## src/rtl/tk_pkg.sv

```systemverilog
// Shared constants, command/status types and the ranking and sentinel functions of the top-k unit.
package tk_pkg;

    localparam int K_MAX          = 16;
    localparam int VALUE_BITS     = 32;
    localparam int INDEX_BITS     = 16;
    localparam int SLOT_BITS      = (K_MAX > 1) ? $clog2(K_MAX) : 1;
    localparam int COUNT_BITS     = $clog2(K_MAX + 1);
    localparam int KCFG_BITS      = 5;
    localparam int CFG_DATA_BITS  = 5;
    localparam int CFG_INDEX_BITS = 2;

    // Register indexes of the configuration port
    localparam logic [CFG_INDEX_BITS-1:0] CFG_MODE_MIN      = 2'd0;
    localparam logic [CFG_INDEX_BITS-1:0] CFG_K_COUNT       = 2'd1;
    localparam logic [CFG_INDEX_BITS-1:0] CFG_VALUES_SIGNED = 2'd2;

    localparam logic [VALUE_BITS-1:0] VAL_SIGN = {1'b1, {(VALUE_BITS-1){1'b0}}};

    // Commands from the controller to the datapath
    typedef struct packed {
        logic                 take_in;
        logic                 decide;
        logic                 scan_load;
        logic                 scan_step;
        logic                 sort_load;
        logic                 sort_step;
        logic                 emit;
        logic                 emit_last;
        logic                 row_init;
        logic [SLOT_BITS-1:0] rd_slot;
    } tk_cmd_t;

    // Status from the datapath to the controller
    typedef struct packed {
        logic                  inserted;
        logic                  row_last;
        logic                  out_free;
        logic [COUNT_BITS-1:0] k_eff;
    } tk_stat_t;

    // True when (cv, ci) ranks strictly better than (uv, ui)
    function automatic logic tk_better(
        input logic [VALUE_BITS-1:0] cv,
        input logic [INDEX_BITS-1:0] ci,
        input logic [VALUE_BITS-1:0] uv,
        input logic [INDEX_BITS-1:0] ui,
        input logic                  mode_min,
        input logic                  is_signed
    );
        logic [VALUE_BITS-1:0] kc;
        logic [VALUE_BITS-1:0] ku;
        logic                  gt;
        kc = is_signed ? (cv ^ VAL_SIGN) : cv;
        ku = is_signed ? (uv ^ VAL_SIGN) : uv;
        gt = mode_min ? (kc < ku) : (kc > ku);
        return gt || ((kc == ku) && (ci < ui));
    endfunction

    // Worst possible value for the given ordering
    function automatic logic [VALUE_BITS-1:0] tk_sentinel(
        input logic mode_min,
        input logic is_signed
    );
        logic [VALUE_BITS-1:0] s;
        if (mode_min)
        begin
            s = is_signed ? ~VAL_SIGN : {VALUE_BITS{1'b1}};
        end
        else
        begin
            s = is_signed ? VAL_SIGN : '0;
        end
        return s;
    endfunction

endpackage

```

## src/rtl/topk_select_sort_unit.sv

```systemverilog
// Top level of the streaming top-k selection and sort unit.
//
//  channel | direction | handshake          | payload
//  --------+-----------+--------------------+------------------------------------
//  in      | sink      | in_valid/in_stall  | elem_value[31:0], row_last
//  out     | source    | out_valid/out_stall| out_value[31:0], out_index[15:0], out_last
//  cfg     | sink      | cfg_valid/cfg_ready| cfg_index[1:0], cfg_data[4:0]
//
// A rejected element is accepted and decided; an inserted element goes through accept, insert,
// then a k-slot worst scan over the single read port of the slot file.
// On a row end a selection sort emits the k slots in rank order, each emit waiting on out_stall.
// Reset loads all slots with the sentinel at once; there is no clearing pass.
// The output register lets the next element enter while the last result beat still waits.
module topk_select_sort_unit (
    input  logic                              clk,
    input  logic                              rst_n,
    input  logic                              in_valid,
    output logic                              in_stall,
    input  logic [tk_pkg::VALUE_BITS-1:0]     elem_value,
    input  logic                              row_last,
    output logic                              out_valid,
    input  logic                              out_stall,
    output logic [tk_pkg::VALUE_BITS-1:0]     out_value,
    output logic [tk_pkg::INDEX_BITS-1:0]     out_index,
    output logic                              out_last,
    input  logic                              cfg_valid,
    output logic                              cfg_ready,
    input  logic [tk_pkg::CFG_INDEX_BITS-1:0] cfg_index,
    input  logic [tk_pkg::CFG_DATA_BITS-1:0]  cfg_data
);
    import tk_pkg::*;

    tk_cmd_t  cmd;
    tk_stat_t stat;

    tk_ctrl u_ctrl (
        .clk       (clk),
        .rst_n     (rst_n),
        .in_valid  (in_valid),
        .in_stall  (in_stall),
        .cfg_ready (cfg_ready),
        .stat      (stat),
        .cmd       (cmd)
    );

    tk_datapath u_datapath (
        .clk        (clk),
        .rst_n      (rst_n),
        .cmd        (cmd),
        .stat       (stat),
        .elem_value (elem_value),
        .row_last   (row_last),
        .cfg_valid  (cfg_valid),
        .cfg_ready  (cfg_ready),
        .cfg_index  (cfg_index),
        .cfg_data   (cfg_data),
        .out_valid  (out_valid),
        .out_stall  (out_stall),
        .out_value  (out_value),
        .out_index  (out_index),
        .out_last   (out_last)
    );

endmodule

```

## src/rtl/tk_ctrl.sv

```systemverilog
// Sequencing controller of the top-k unit: insert, worst-slot scan, sort and emit.
module tk_ctrl (
    input  logic             clk,
    input  logic             rst_n,
    input  logic             in_valid,
    output logic             in_stall,
    output logic             cfg_ready,
    input  tk_pkg::tk_stat_t stat,
    output tk_pkg::tk_cmd_t  cmd
);
    import tk_pkg::*;

    typedef enum logic [2:0] {
        ST_IDLE,
        ST_DECIDE,
        ST_SCAN_LOAD,
        ST_SCAN,
        ST_SORT_LOAD,
        ST_SORT,
        ST_EMIT
    } state_t;

    state_t                state_reg, state_next;
    logic [COUNT_BITS-1:0] cnt_i_reg, cnt_i_next;
    logic [COUNT_BITS-1:0] cnt_j_reg, cnt_j_next;
    logic                  i_is_last;
    logic                  j_is_last;

    assign i_is_last = ((cnt_i_reg + COUNT_BITS'(1)) == stat.k_eff);
    assign j_is_last = ((cnt_j_reg + COUNT_BITS'(1)) == stat.k_eff);

    // Take new beats and config writes only when idle
    assign in_stall  = (state_reg != ST_IDLE);
    assign cfg_ready = (state_reg == ST_IDLE);

    // Decode state into datapath commands and next state
    always_comb
    begin
        state_next = state_reg;
        cnt_i_next = cnt_i_reg;
        cnt_j_next = cnt_j_reg;
        cmd        = '0;
        unique case (state_reg)
            ST_IDLE:
            begin
                if (in_valid)
                begin
                    cmd.take_in = 1'b1;
                    state_next  = ST_DECIDE;
                end
            end
            ST_DECIDE:
            begin
                cmd.decide = 1'b1;
                cnt_i_next = '0;
                if (stat.inserted)
                begin
                    state_next = ST_SCAN_LOAD;
                end
                else if (stat.row_last)
                begin
                    state_next = ST_SORT_LOAD;
                end
                else
                begin
                    state_next = ST_IDLE;
                end
            end
            ST_SCAN_LOAD:
            begin
                cmd.scan_load = 1'b1;
                cmd.rd_slot   = '0;
                cnt_j_next    = COUNT_BITS'(1);
                if (stat.k_eff == COUNT_BITS'(1))
                begin
                    state_next = stat.row_last ? ST_SORT_LOAD : ST_IDLE;
                end
                else
                begin
                    state_next = ST_SCAN;
                end
            end
            ST_SCAN:
            begin
                cmd.scan_step = 1'b1;
                cmd.rd_slot   = cnt_j_reg[SLOT_BITS-1:0];
                cnt_j_next    = cnt_j_reg + COUNT_BITS'(1);
                if (j_is_last)
                begin
                    state_next = stat.row_last ? ST_SORT_LOAD : ST_IDLE;
                end
            end
            ST_SORT_LOAD:
            begin
                cmd.sort_load = 1'b1;
                cmd.rd_slot   = cnt_i_reg[SLOT_BITS-1:0];
                cnt_j_next    = cnt_i_reg + COUNT_BITS'(1);
                state_next    = i_is_last ? ST_EMIT : ST_SORT;
            end
            ST_SORT:
            begin
                cmd.sort_step = 1'b1;
                cmd.rd_slot   = cnt_j_reg[SLOT_BITS-1:0];
                cnt_j_next    = cnt_j_reg + COUNT_BITS'(1);
                if (j_is_last)
                begin
                    state_next = ST_EMIT;
                end
            end
            ST_EMIT:
            begin
                if (stat.out_free)
                begin
                    cmd.emit      = 1'b1;
                    cmd.emit_last = i_is_last;
                    if (i_is_last)
                    begin
                        cmd.row_init = 1'b1;
                        state_next   = ST_IDLE;
                    end
                    else
                    begin
                        cnt_i_next = cnt_i_reg + COUNT_BITS'(1);
                        state_next = ST_SORT_LOAD;
                    end
                end
            end
            default:
            begin
                state_next = ST_IDLE;
            end
        endcase
    end

    // Hold state and loop counters
    always_ff @(posedge clk or negedge rst_n)
    begin
        if (!rst_n)
        begin
            state_reg <= ST_IDLE;
            cnt_i_reg <= '0;
            cnt_j_reg <= '0;
        end
        else
        begin
            state_reg <= state_next;
            cnt_i_reg <= cnt_i_next;
            cnt_j_reg <= cnt_j_next;
        end
    end

endmodule

```

## src/rtl/tk_datapath.sv

```systemverilog
// Datapath of the top-k unit: config registers, slot file, compare unit and output register.
module tk_datapath (
    input  logic                                 clk,
    input  logic                                 rst_n,
    input  tk_pkg::tk_cmd_t                      cmd,
    output tk_pkg::tk_stat_t                     stat,
    input  logic [tk_pkg::VALUE_BITS-1:0]        elem_value,
    input  logic                                 row_last,
    input  logic                                 cfg_valid,
    input  logic                                 cfg_ready,
    input  logic [tk_pkg::CFG_INDEX_BITS-1:0]    cfg_index,
    input  logic [tk_pkg::CFG_DATA_BITS-1:0]     cfg_data,
    output logic                                 out_valid,
    input  logic                                 out_stall,
    output logic [tk_pkg::VALUE_BITS-1:0]        out_value,
    output logic [tk_pkg::INDEX_BITS-1:0]        out_index,
    output logic                                 out_last
);
    import tk_pkg::*;

    // Configuration
    logic                  mode_min_reg, mode_min_next;
    logic [KCFG_BITS-1:0]  k_count_reg, k_count_next;
    logic                  values_signed_reg, values_signed_next;
    logic                  cfg_we;
    logic                  cfg_known;
    logic                  cfg_init;
    logic [COUNT_BITS-1:0] k_eff;

    // Slot file and row state
    logic [VALUE_BITS-1:0] slot_val_reg [K_MAX];
    logic [INDEX_BITS-1:0] slot_idx_reg [K_MAX];
    logic [COUNT_BITS-1:0] fill_count_reg;
    logic [SLOT_BITS-1:0]  worst_slot_reg;
    logic [INDEX_BITS-1:0] elem_pos_reg;

    // Working registers
    logic [VALUE_BITS-1:0] in_val_reg;
    logic                  in_last_reg;
    logic [VALUE_BITS-1:0] cur_val_reg;
    logic [INDEX_BITS-1:0] cur_idx_reg;

    // Output register
    logic                  out_valid_reg;
    logic [VALUE_BITS-1:0] out_value_reg;
    logic [INDEX_BITS-1:0] out_index_reg;
    logic                  out_last_reg;

    logic [SLOT_BITS-1:0]  rd_addr;
    logic [VALUE_BITS-1:0] rd_val;
    logic [INDEX_BITS-1:0] rd_idx;
    logic                  room;
    logic                  ins;
    logic                  scan_take;
    logic                  sort_swap;
    logic                  wr_en;
    logic [SLOT_BITS-1:0]  wr_slot;
    logic [VALUE_BITS-1:0] wr_val;
    logic [INDEX_BITS-1:0] wr_idx;
    logic [VALUE_BITS-1:0] sentinel;

    // Decode config writes; next values feed the refill sentinel
    assign cfg_we    = cfg_valid && cfg_ready;
    assign cfg_known = (cfg_index == CFG_MODE_MIN) || (cfg_index == CFG_K_COUNT) ||
                       (cfg_index == CFG_VALUES_SIGNED);
    assign cfg_init  = cfg_we && cfg_known && (elem_pos_reg == '0);

    always_comb
    begin
        mode_min_next      = mode_min_reg;
        k_count_next       = k_count_reg;
        values_signed_next = values_signed_reg;
        if (cfg_we)
        begin
            if (cfg_index == CFG_MODE_MIN)
            begin
                mode_min_next = cfg_data[0];
            end
            else if (cfg_index == CFG_K_COUNT)
            begin
                k_count_next = cfg_data[KCFG_BITS-1:0];
            end
            else if (cfg_index == CFG_VALUES_SIGNED)
            begin
                values_signed_next = cfg_data[0];
            end
        end
    end

    assign sentinel = tk_sentinel(mode_min_next, values_signed_next);

    // Clamp k into 1..K_MAX
    always_comb
    begin
        if (k_count_reg == '0)
        begin
            k_eff = COUNT_BITS'(1);
        end
        else if (int'(k_count_reg) > K_MAX)
        begin
            k_eff = COUNT_BITS'(K_MAX);
        end
        else
        begin
            k_eff = COUNT_BITS'(k_count_reg);
        end
    end

    // Single read port of the slot file
    assign rd_addr = cmd.decide ? worst_slot_reg : cmd.rd_slot;
    assign rd_val  = slot_val_reg[rd_addr];
    assign rd_idx  = slot_idx_reg[rd_addr];

    // Compare units for insert, scan and sort, all fed from the single read port
    assign room      = (fill_count_reg < k_eff);
    assign ins       = room || tk_better(in_val_reg, elem_pos_reg, rd_val, rd_idx,
                                         mode_min_reg, values_signed_reg);
    assign scan_take = tk_better(cur_val_reg, cur_idx_reg, rd_val, rd_idx,
                                 mode_min_reg, values_signed_reg);
    assign sort_swap = tk_better(rd_val, rd_idx, cur_val_reg, cur_idx_reg,
                                 mode_min_reg, values_signed_reg);

    // Select the slot write: insert of a new element or a sort swap
    always_comb
    begin
        wr_en   = 1'b0;
        wr_slot = cmd.rd_slot;
        wr_val  = cur_val_reg;
        wr_idx  = cur_idx_reg;
        if (cmd.decide && ins)
        begin
            wr_en   = 1'b1;
            wr_slot = room ? fill_count_reg[SLOT_BITS-1:0] : worst_slot_reg;
            wr_val  = in_val_reg;
            wr_idx  = elem_pos_reg;
        end
        else if (cmd.sort_step && sort_swap)
        begin
            wr_en = 1'b1;
        end
    end

    assign stat.inserted = ins;
    assign stat.row_last = in_last_reg;
    assign stat.out_free = !out_valid_reg || !out_stall;
    assign stat.k_eff    = k_eff;

    // Hold configuration
    always_ff @(posedge clk or negedge rst_n)
    begin
        if (!rst_n)
        begin
            mode_min_reg      <= 1'b0;
            k_count_reg       <= KCFG_BITS'(1);
            values_signed_reg <= 1'b1;
        end
        else
        begin
            mode_min_reg      <= mode_min_next;
            k_count_reg       <= k_count_next;
            values_signed_reg <= values_signed_next;
        end
    end

    // Refill, insert or swap slots
    always_ff @(posedge clk or negedge rst_n)
    begin
        if (!rst_n)
        begin
            for (int s = 0; s < K_MAX; s++)
            begin
                slot_val_reg[s] <= VAL_SIGN;
                slot_idx_reg[s] <= '0;
            end
        end
        else if (cfg_init || cmd.row_init)
        begin
            for (int s = 0; s < K_MAX; s++)
            begin
                slot_val_reg[s] <= sentinel;
                slot_idx_reg[s] <= '0;
            end
        end
        else if (wr_en)
        begin
            slot_val_reg[wr_slot] <= wr_val;
            slot_idx_reg[wr_slot] <= wr_idx;
        end
    end

    // Track fill count, worst slot and element position
    always_ff @(posedge clk or negedge rst_n)
    begin
        if (!rst_n)
        begin
            fill_count_reg <= '0;
            worst_slot_reg <= '0;
            elem_pos_reg   <= '0;
        end
        else if (cfg_init || cmd.row_init)
        begin
            fill_count_reg <= '0;
            worst_slot_reg <= '0;
            elem_pos_reg   <= '0;
        end
        else
        begin
            if (cmd.decide)
            begin
                elem_pos_reg <= elem_pos_reg + INDEX_BITS'(1);
                if (room)
                begin
                    fill_count_reg <= fill_count_reg + COUNT_BITS'(1);
                end
            end
            if (cmd.scan_load)
            begin
                worst_slot_reg <= '0;
            end
            else if (cmd.scan_step && scan_take)
            begin
                worst_slot_reg <= rd_addr;
            end
        end
    end

    // Latch the input beat and the running scan/sort candidate
    always_ff @(posedge clk)
    begin
        if (cmd.take_in)
        begin
            in_val_reg  <= elem_value;
            in_last_reg <= row_last;
        end
        if (cmd.scan_load || cmd.sort_load || (cmd.scan_step && scan_take) ||
            (cmd.sort_step && sort_swap))
        begin
            cur_val_reg <= rd_val;
            cur_idx_reg <= rd_idx;
        end
    end

    // Output register: load on emit, drop when the beat is taken
    always_ff @(posedge clk or negedge rst_n)
    begin
        if (!rst_n)
        begin
            out_valid_reg <= 1'b0;
        end
        else if (cmd.emit)
        begin
            out_valid_reg <= 1'b1;
        end
        else if (!out_stall)
        begin
            out_valid_reg <= 1'b0;
        end
    end

    always_ff @(posedge clk)
    begin
        if (cmd.emit)
        begin
            out_value_reg <= cur_val_reg;
            out_index_reg <= cur_idx_reg;
            out_last_reg  <= cmd.emit_last;
        end
    end

    assign out_valid = out_valid_reg;
    assign out_value = out_value_reg;
    assign out_index = out_index_reg;
    assign out_last  = out_last_reg;

endmodule

```

## config.mk

```make
export PLATFORM = sky130hd
export DESIGN_NAME = topk_select_sort_unit
export DESIGN_NICKNAME = d
export VERILOG_FILES = /design/src/rtl/tk_pkg.sv /design/src/rtl/topk_select_sort_unit.sv /design/src/rtl/tk_ctrl.sv /design/src/rtl/tk_datapath.sv
export SDC_FILE = /design/constraint.sdc
export NUM_CORES = 2
export LEC_CHECK = 0
export BUFFER_PORTS_ARGS = -buffer_cell sky130_fd_sc_hd__buf_2
export CORE_ASPECT_RATIO = 1.25
export CORE_UTILIZATION = 35
export DETAILED_ROUTE_END_ITERATION = 10
export PLACE_DENSITY_LB_ADDON = 0.1
export SLEW_MARGIN = 20
export SYNTH_ARGS = -nofsm -noshare
export SYNTH_HDL_FRONTEND = slang
export SYNTH_HIERARCHICAL = 1
export SYNTH_SLANG_ARGS = --single-unit
```

## constraint.sdc

```tcl
create_clock -name clk -period 9.2 [get_ports clk]
set_input_delay 0.46 -clock clk [delete_from_list [all_inputs] [get_ports clk]]
set_output_delay 0.46 -clock clk [all_outputs]
set_load 0.01 [all_outputs]
```

==> metrics.csv <==
stage,metric,value,unit
die,floorplan.rows,146,
yosys,synth_fp_nets,3431,
power_and_ir_drop,power-per-cell-area,371.2,mW/mm^2
timing,tightestPinTransition,1.147,ns
worst_setup_path,critical_path_buf_inv_count,4,
yosys,synth_enable_flop_cells,130,
final_layout,nets,3496,
worst_setup_path,critical_path_arrival,9.11,ns
timing,finalMaxSlewViolations,0,
routing,first_iter_violations,2760,
yosys,yosysTopAreaCell,dfrtp_1,
worst_setup_path,worst_setup_path_start_kind,flop,
timing,tns,0,ns
routing,num_vias,31080,
timing,fin_skew,0.03354,ns
global_routing,antenna_violations_before_repair,1,
yosys,async_reset_ff_share,86.23,%
worst_setup_path,cpPeakStageDelay,0.84,ns
yosys,most_used_flip_flop_cell_after_synthesis,dfrtp_1,
cts,cts_root_buf,clkbuf_16,
die,die_w,321.7,um
yosys,postSynthRegisterBits,944,
yosys,yosysWarnings,6,
global_routing,grt_overall_usage,25.00,%
global_routing,grt_first_pass_wirelength,235.6,mm
yosys,synth_area,0.04470,mm^2
die,ios,97,
worst_setup_path,crit_path_top_delay_cell,mux2i_4,
die,initial_core_util,35.26,%
routing,route.detailed.drc,0,
worst_setup_path,crit_path_end_kind,flop,
worst_setup_path,r2r_setup_slack,0.74,ns
min_path,hp-class,input port to flop,
final_layout,layout-area-overhead-vs-synth,15.00,%
power_and_ir_drop,p_leak,20.75,nW
routing,remaining_antenna_violation_count,0,
global_routing,gr-total-overflow,0,
cts,max-clock-path-buffers,3,
cts,cts_made_buffers,106,
routing,route.final.wire_length,160.5,mm
job,cap_viol_max_count,0,
power_and_ir_drop,max-vdd-ir-drop,0.0002542,V
worst_setup_path,critical_path.cell_chain,"inv_1, nand2_1, a21oi_1, a22o_1, mux2i_4, buf_4, buf_4, mux4_2, mux2i_1, mux2_2, inv_1, ha_1, a211oi_1, o221ai_1, o21ai_0, a21oi_1, a211o_1, o221ai_1, and4_1, a22o_1, a22o_1",
timing,hold_violations,0,
yosys,avgSynthCellArea,13.62,um^2
timing,fin_crit_sh,92.00,%
yosys,synth_cell_types,88,
routing,drt-vias-per-instance,6.060,
timing,grt_setup_unrepaired,false,
routing,drt_pass1_iterations,5,
cts,path_clk_slew,0.06,ns
routing,wl_per_cell,31.30,um
cts,cts_tree,done,
final_layout,num_antenna_cells,0,
worst_setup_path,critical_path_required,9.85,ns
yosys,post-synth-top-area-fraction,44.56,%
cts,cts_setup_buffers,0,
worst_setup_path,critPathMostFrequentCell,a22o_1,
die,design.core.area,0.1268,mm^2
yosys,yosys-top-cells-area,"dfrtp_1 (45%), mux4_2 (9.6%), o22a_1 (9.4%), edfxtp_1 (8.7%), a22o_1 (5.3%)",
global_routing,grt_start_max_net_pins,206,
global_routing,grt_pass1_vias,33250,
power_and_ir_drop,power.total,19.08,mW
cts,clock_insertion_delay_worst_skew,0.73,ns
die,die_h,401.6,um
outcome,run_status,finished clean,
final_layout,drive_above_1_share,21.66,%
worst_setup_path,cp_max_fo,29,
final_layout,fillCellCount,11830,
worst_setup_path,path_delay_family,compound AO/OA/AOI/OAI gates,
final_layout,largest_reg_flops,512,
die,die_area,0.1292,mm^2
placement,portBuffers,96,
cts,cts.sink_count,944,
final_layout,most-common-layout-cells,"dfrtp_1 (796), o22a_1 (480), a22o_1 (272)",
worst_setup_path,timing.setup.critical_path_class,flop to flop,
yosys,syn_inst,3282,
yosys,seq_area_frac_synth,54.35,%
placement,place.detailed.hpwl,96.33,mm
placement,routabilityCongestion,0.8350,
final_layout,mostFrequentLayoutCell,dfrtp_1,
timing,final-setup-viol-count,0,
timing,timing.final.crit_period,8.464,ns
timing,slew_limit_headroom,23.54,%
timing,maxClockFrequency,118.1,MHz
cts,htreeDepth,3,
[per-layer routing]
| metal | vias to the layer above | global-route usage (%) | wire (um) |
|---|---|---|---|
| li1 | 12890 | - | - |
| met3 | 305 | 4.015 | 8407 |
| met4 | 0 | 9.674 | 6146 |
| met5 | - | 0 | 0 |
| met2 | 1115 | 43.33 | 81740 |
| met1 | 16770 | 30.99 | 64210 |
[cell families after synthesis]
kind of cell	after synthesis	synth area share, %
xor+xnor	38	0.8257
buf+inv	443	4.403
mux	386	14.17
simple gates	320	3.516
flops	944	54.35
fa+ha+maj	104	2.911
compound gates	1047	19.83
[area by class of cell]
type                    count  area (um^2)  area share (%)
inverters                 151        566.8           1.103
repair buffers            249         2158           4.198
clock inverters            32        409.1          0.7959
flip-flops and latches    944        24300           47.26
well taps                1702         2130           4.142
multi-input cells        1895        18710           36.39
clock buffers             155         3139           6.107
[metrics by stage]
stage	utilization [%]	instance area [um^2]	setup slack [ns]	hold WS, ns	instances
3_5_place_dp	37.43	47450	0.8834	0.4711	4902
2_1_floorplan	-	44700	1.872	0.1644	3282
4_1_cts	40.53	51380	0.8409	0.02918	5127
6_report	40.55	51410	0.7359	0.08638	5128
5_1_grt	40.55	51410	0.3539	0.07252	5128
3_3_place_gp	37.43	47450	0.8286	0.4461	4902
[cells in the mapped netlist, types with 7 or more instances]
| library cell | number |
|---|---|
| clkbuf_1 | 92 |
| o21ai_0 | 32 |
| nor3_1 | 13 |
| mux2i_1 | 141 |
| buf_4 | 16 |
| o21ai_1 | 40 |
| a21oi_1 | 39 |
| edfxtp_1 | 130 |
| inv_1 | 149 |
| a21o_1 | 10 |
| buf_1 | 36 |
| dfstp_2 | 18 |
| nand3_1 | 28 |
| and3_1 | 15 |
| a41oi_2 | 8 |
| nor2_1 | 105 |
| a22o_1 | 272 |
| ha_1 | 104 |
| nor2b_1 | 8 |
| a41o_1 | 10 |
| o21ai_2 | 8 |
| buf_2 | 138 |
| nor4_1 | 10 |
| nand2_1 | 64 |
| o211ai_1 | 10 |
| o22a_1 | 480 |
| mux2_2 | 49 |
| o21bai_2 | 10 |
| a2bb2oi_1 | 33 |
| o21a_1 | 7 |
| nand4_1 | 27 |
| buf_6 | 8 |
| xnor2_1 | 16 |
| mux4_2 | 190 |
| xor2_1 | 19 |
| dfrtp_1 | 796 |
| nand2b_1 | 13 |
| a22o_2 | 8 |
[final timing paths]
path / startpoint / end / cells past startpoint
worst max-delay path: u_ctrl/state_reg[1]$_DFFE_PN0P_ / u_datapath/slot_idx_reg[254]$_DFFE_PN0P_ / 21
worst min-delay path: cfg_data[0] / u_datapath/k_count_reg[0]$_DFFE_PN1P_ / 2
worst max register to register: u_ctrl/state_reg[1]$_DFFE_PN0P_ / u_datapath/slot_idx_reg[254]$_DFFE_PN0P_ / 21
worst min register to register: u_datapath/slot_val_reg[383]$_DFFE_PN1P_ / u_datapath/slot_val_reg[383]$_DFFE_PN1P_ / 2
max in group asynchronous: rst_n / u_datapath/slot_idx_reg[218]$_DFFE_PN0P_ / 5
min in group asynchronous: rst_n / u_ctrl/state_reg[2]$_DFFE_PN0P_ / 2
[report_power, final]
part	internal [mW]	switching, mW	total (mW)
Sequential	5.60	0.912	6.52
Combinational	3.34	4.89	8.23
Clock	2.55	1.78	4.33
Total	11.5	7.59	19.1
[timing repair]
item                      in CTS  in global routing
resized for setup              0                  0
hold buffers                  38                  0
hold endpoints to repair     126                  0
Note: power is estimated with default switching activity, not from simulation.
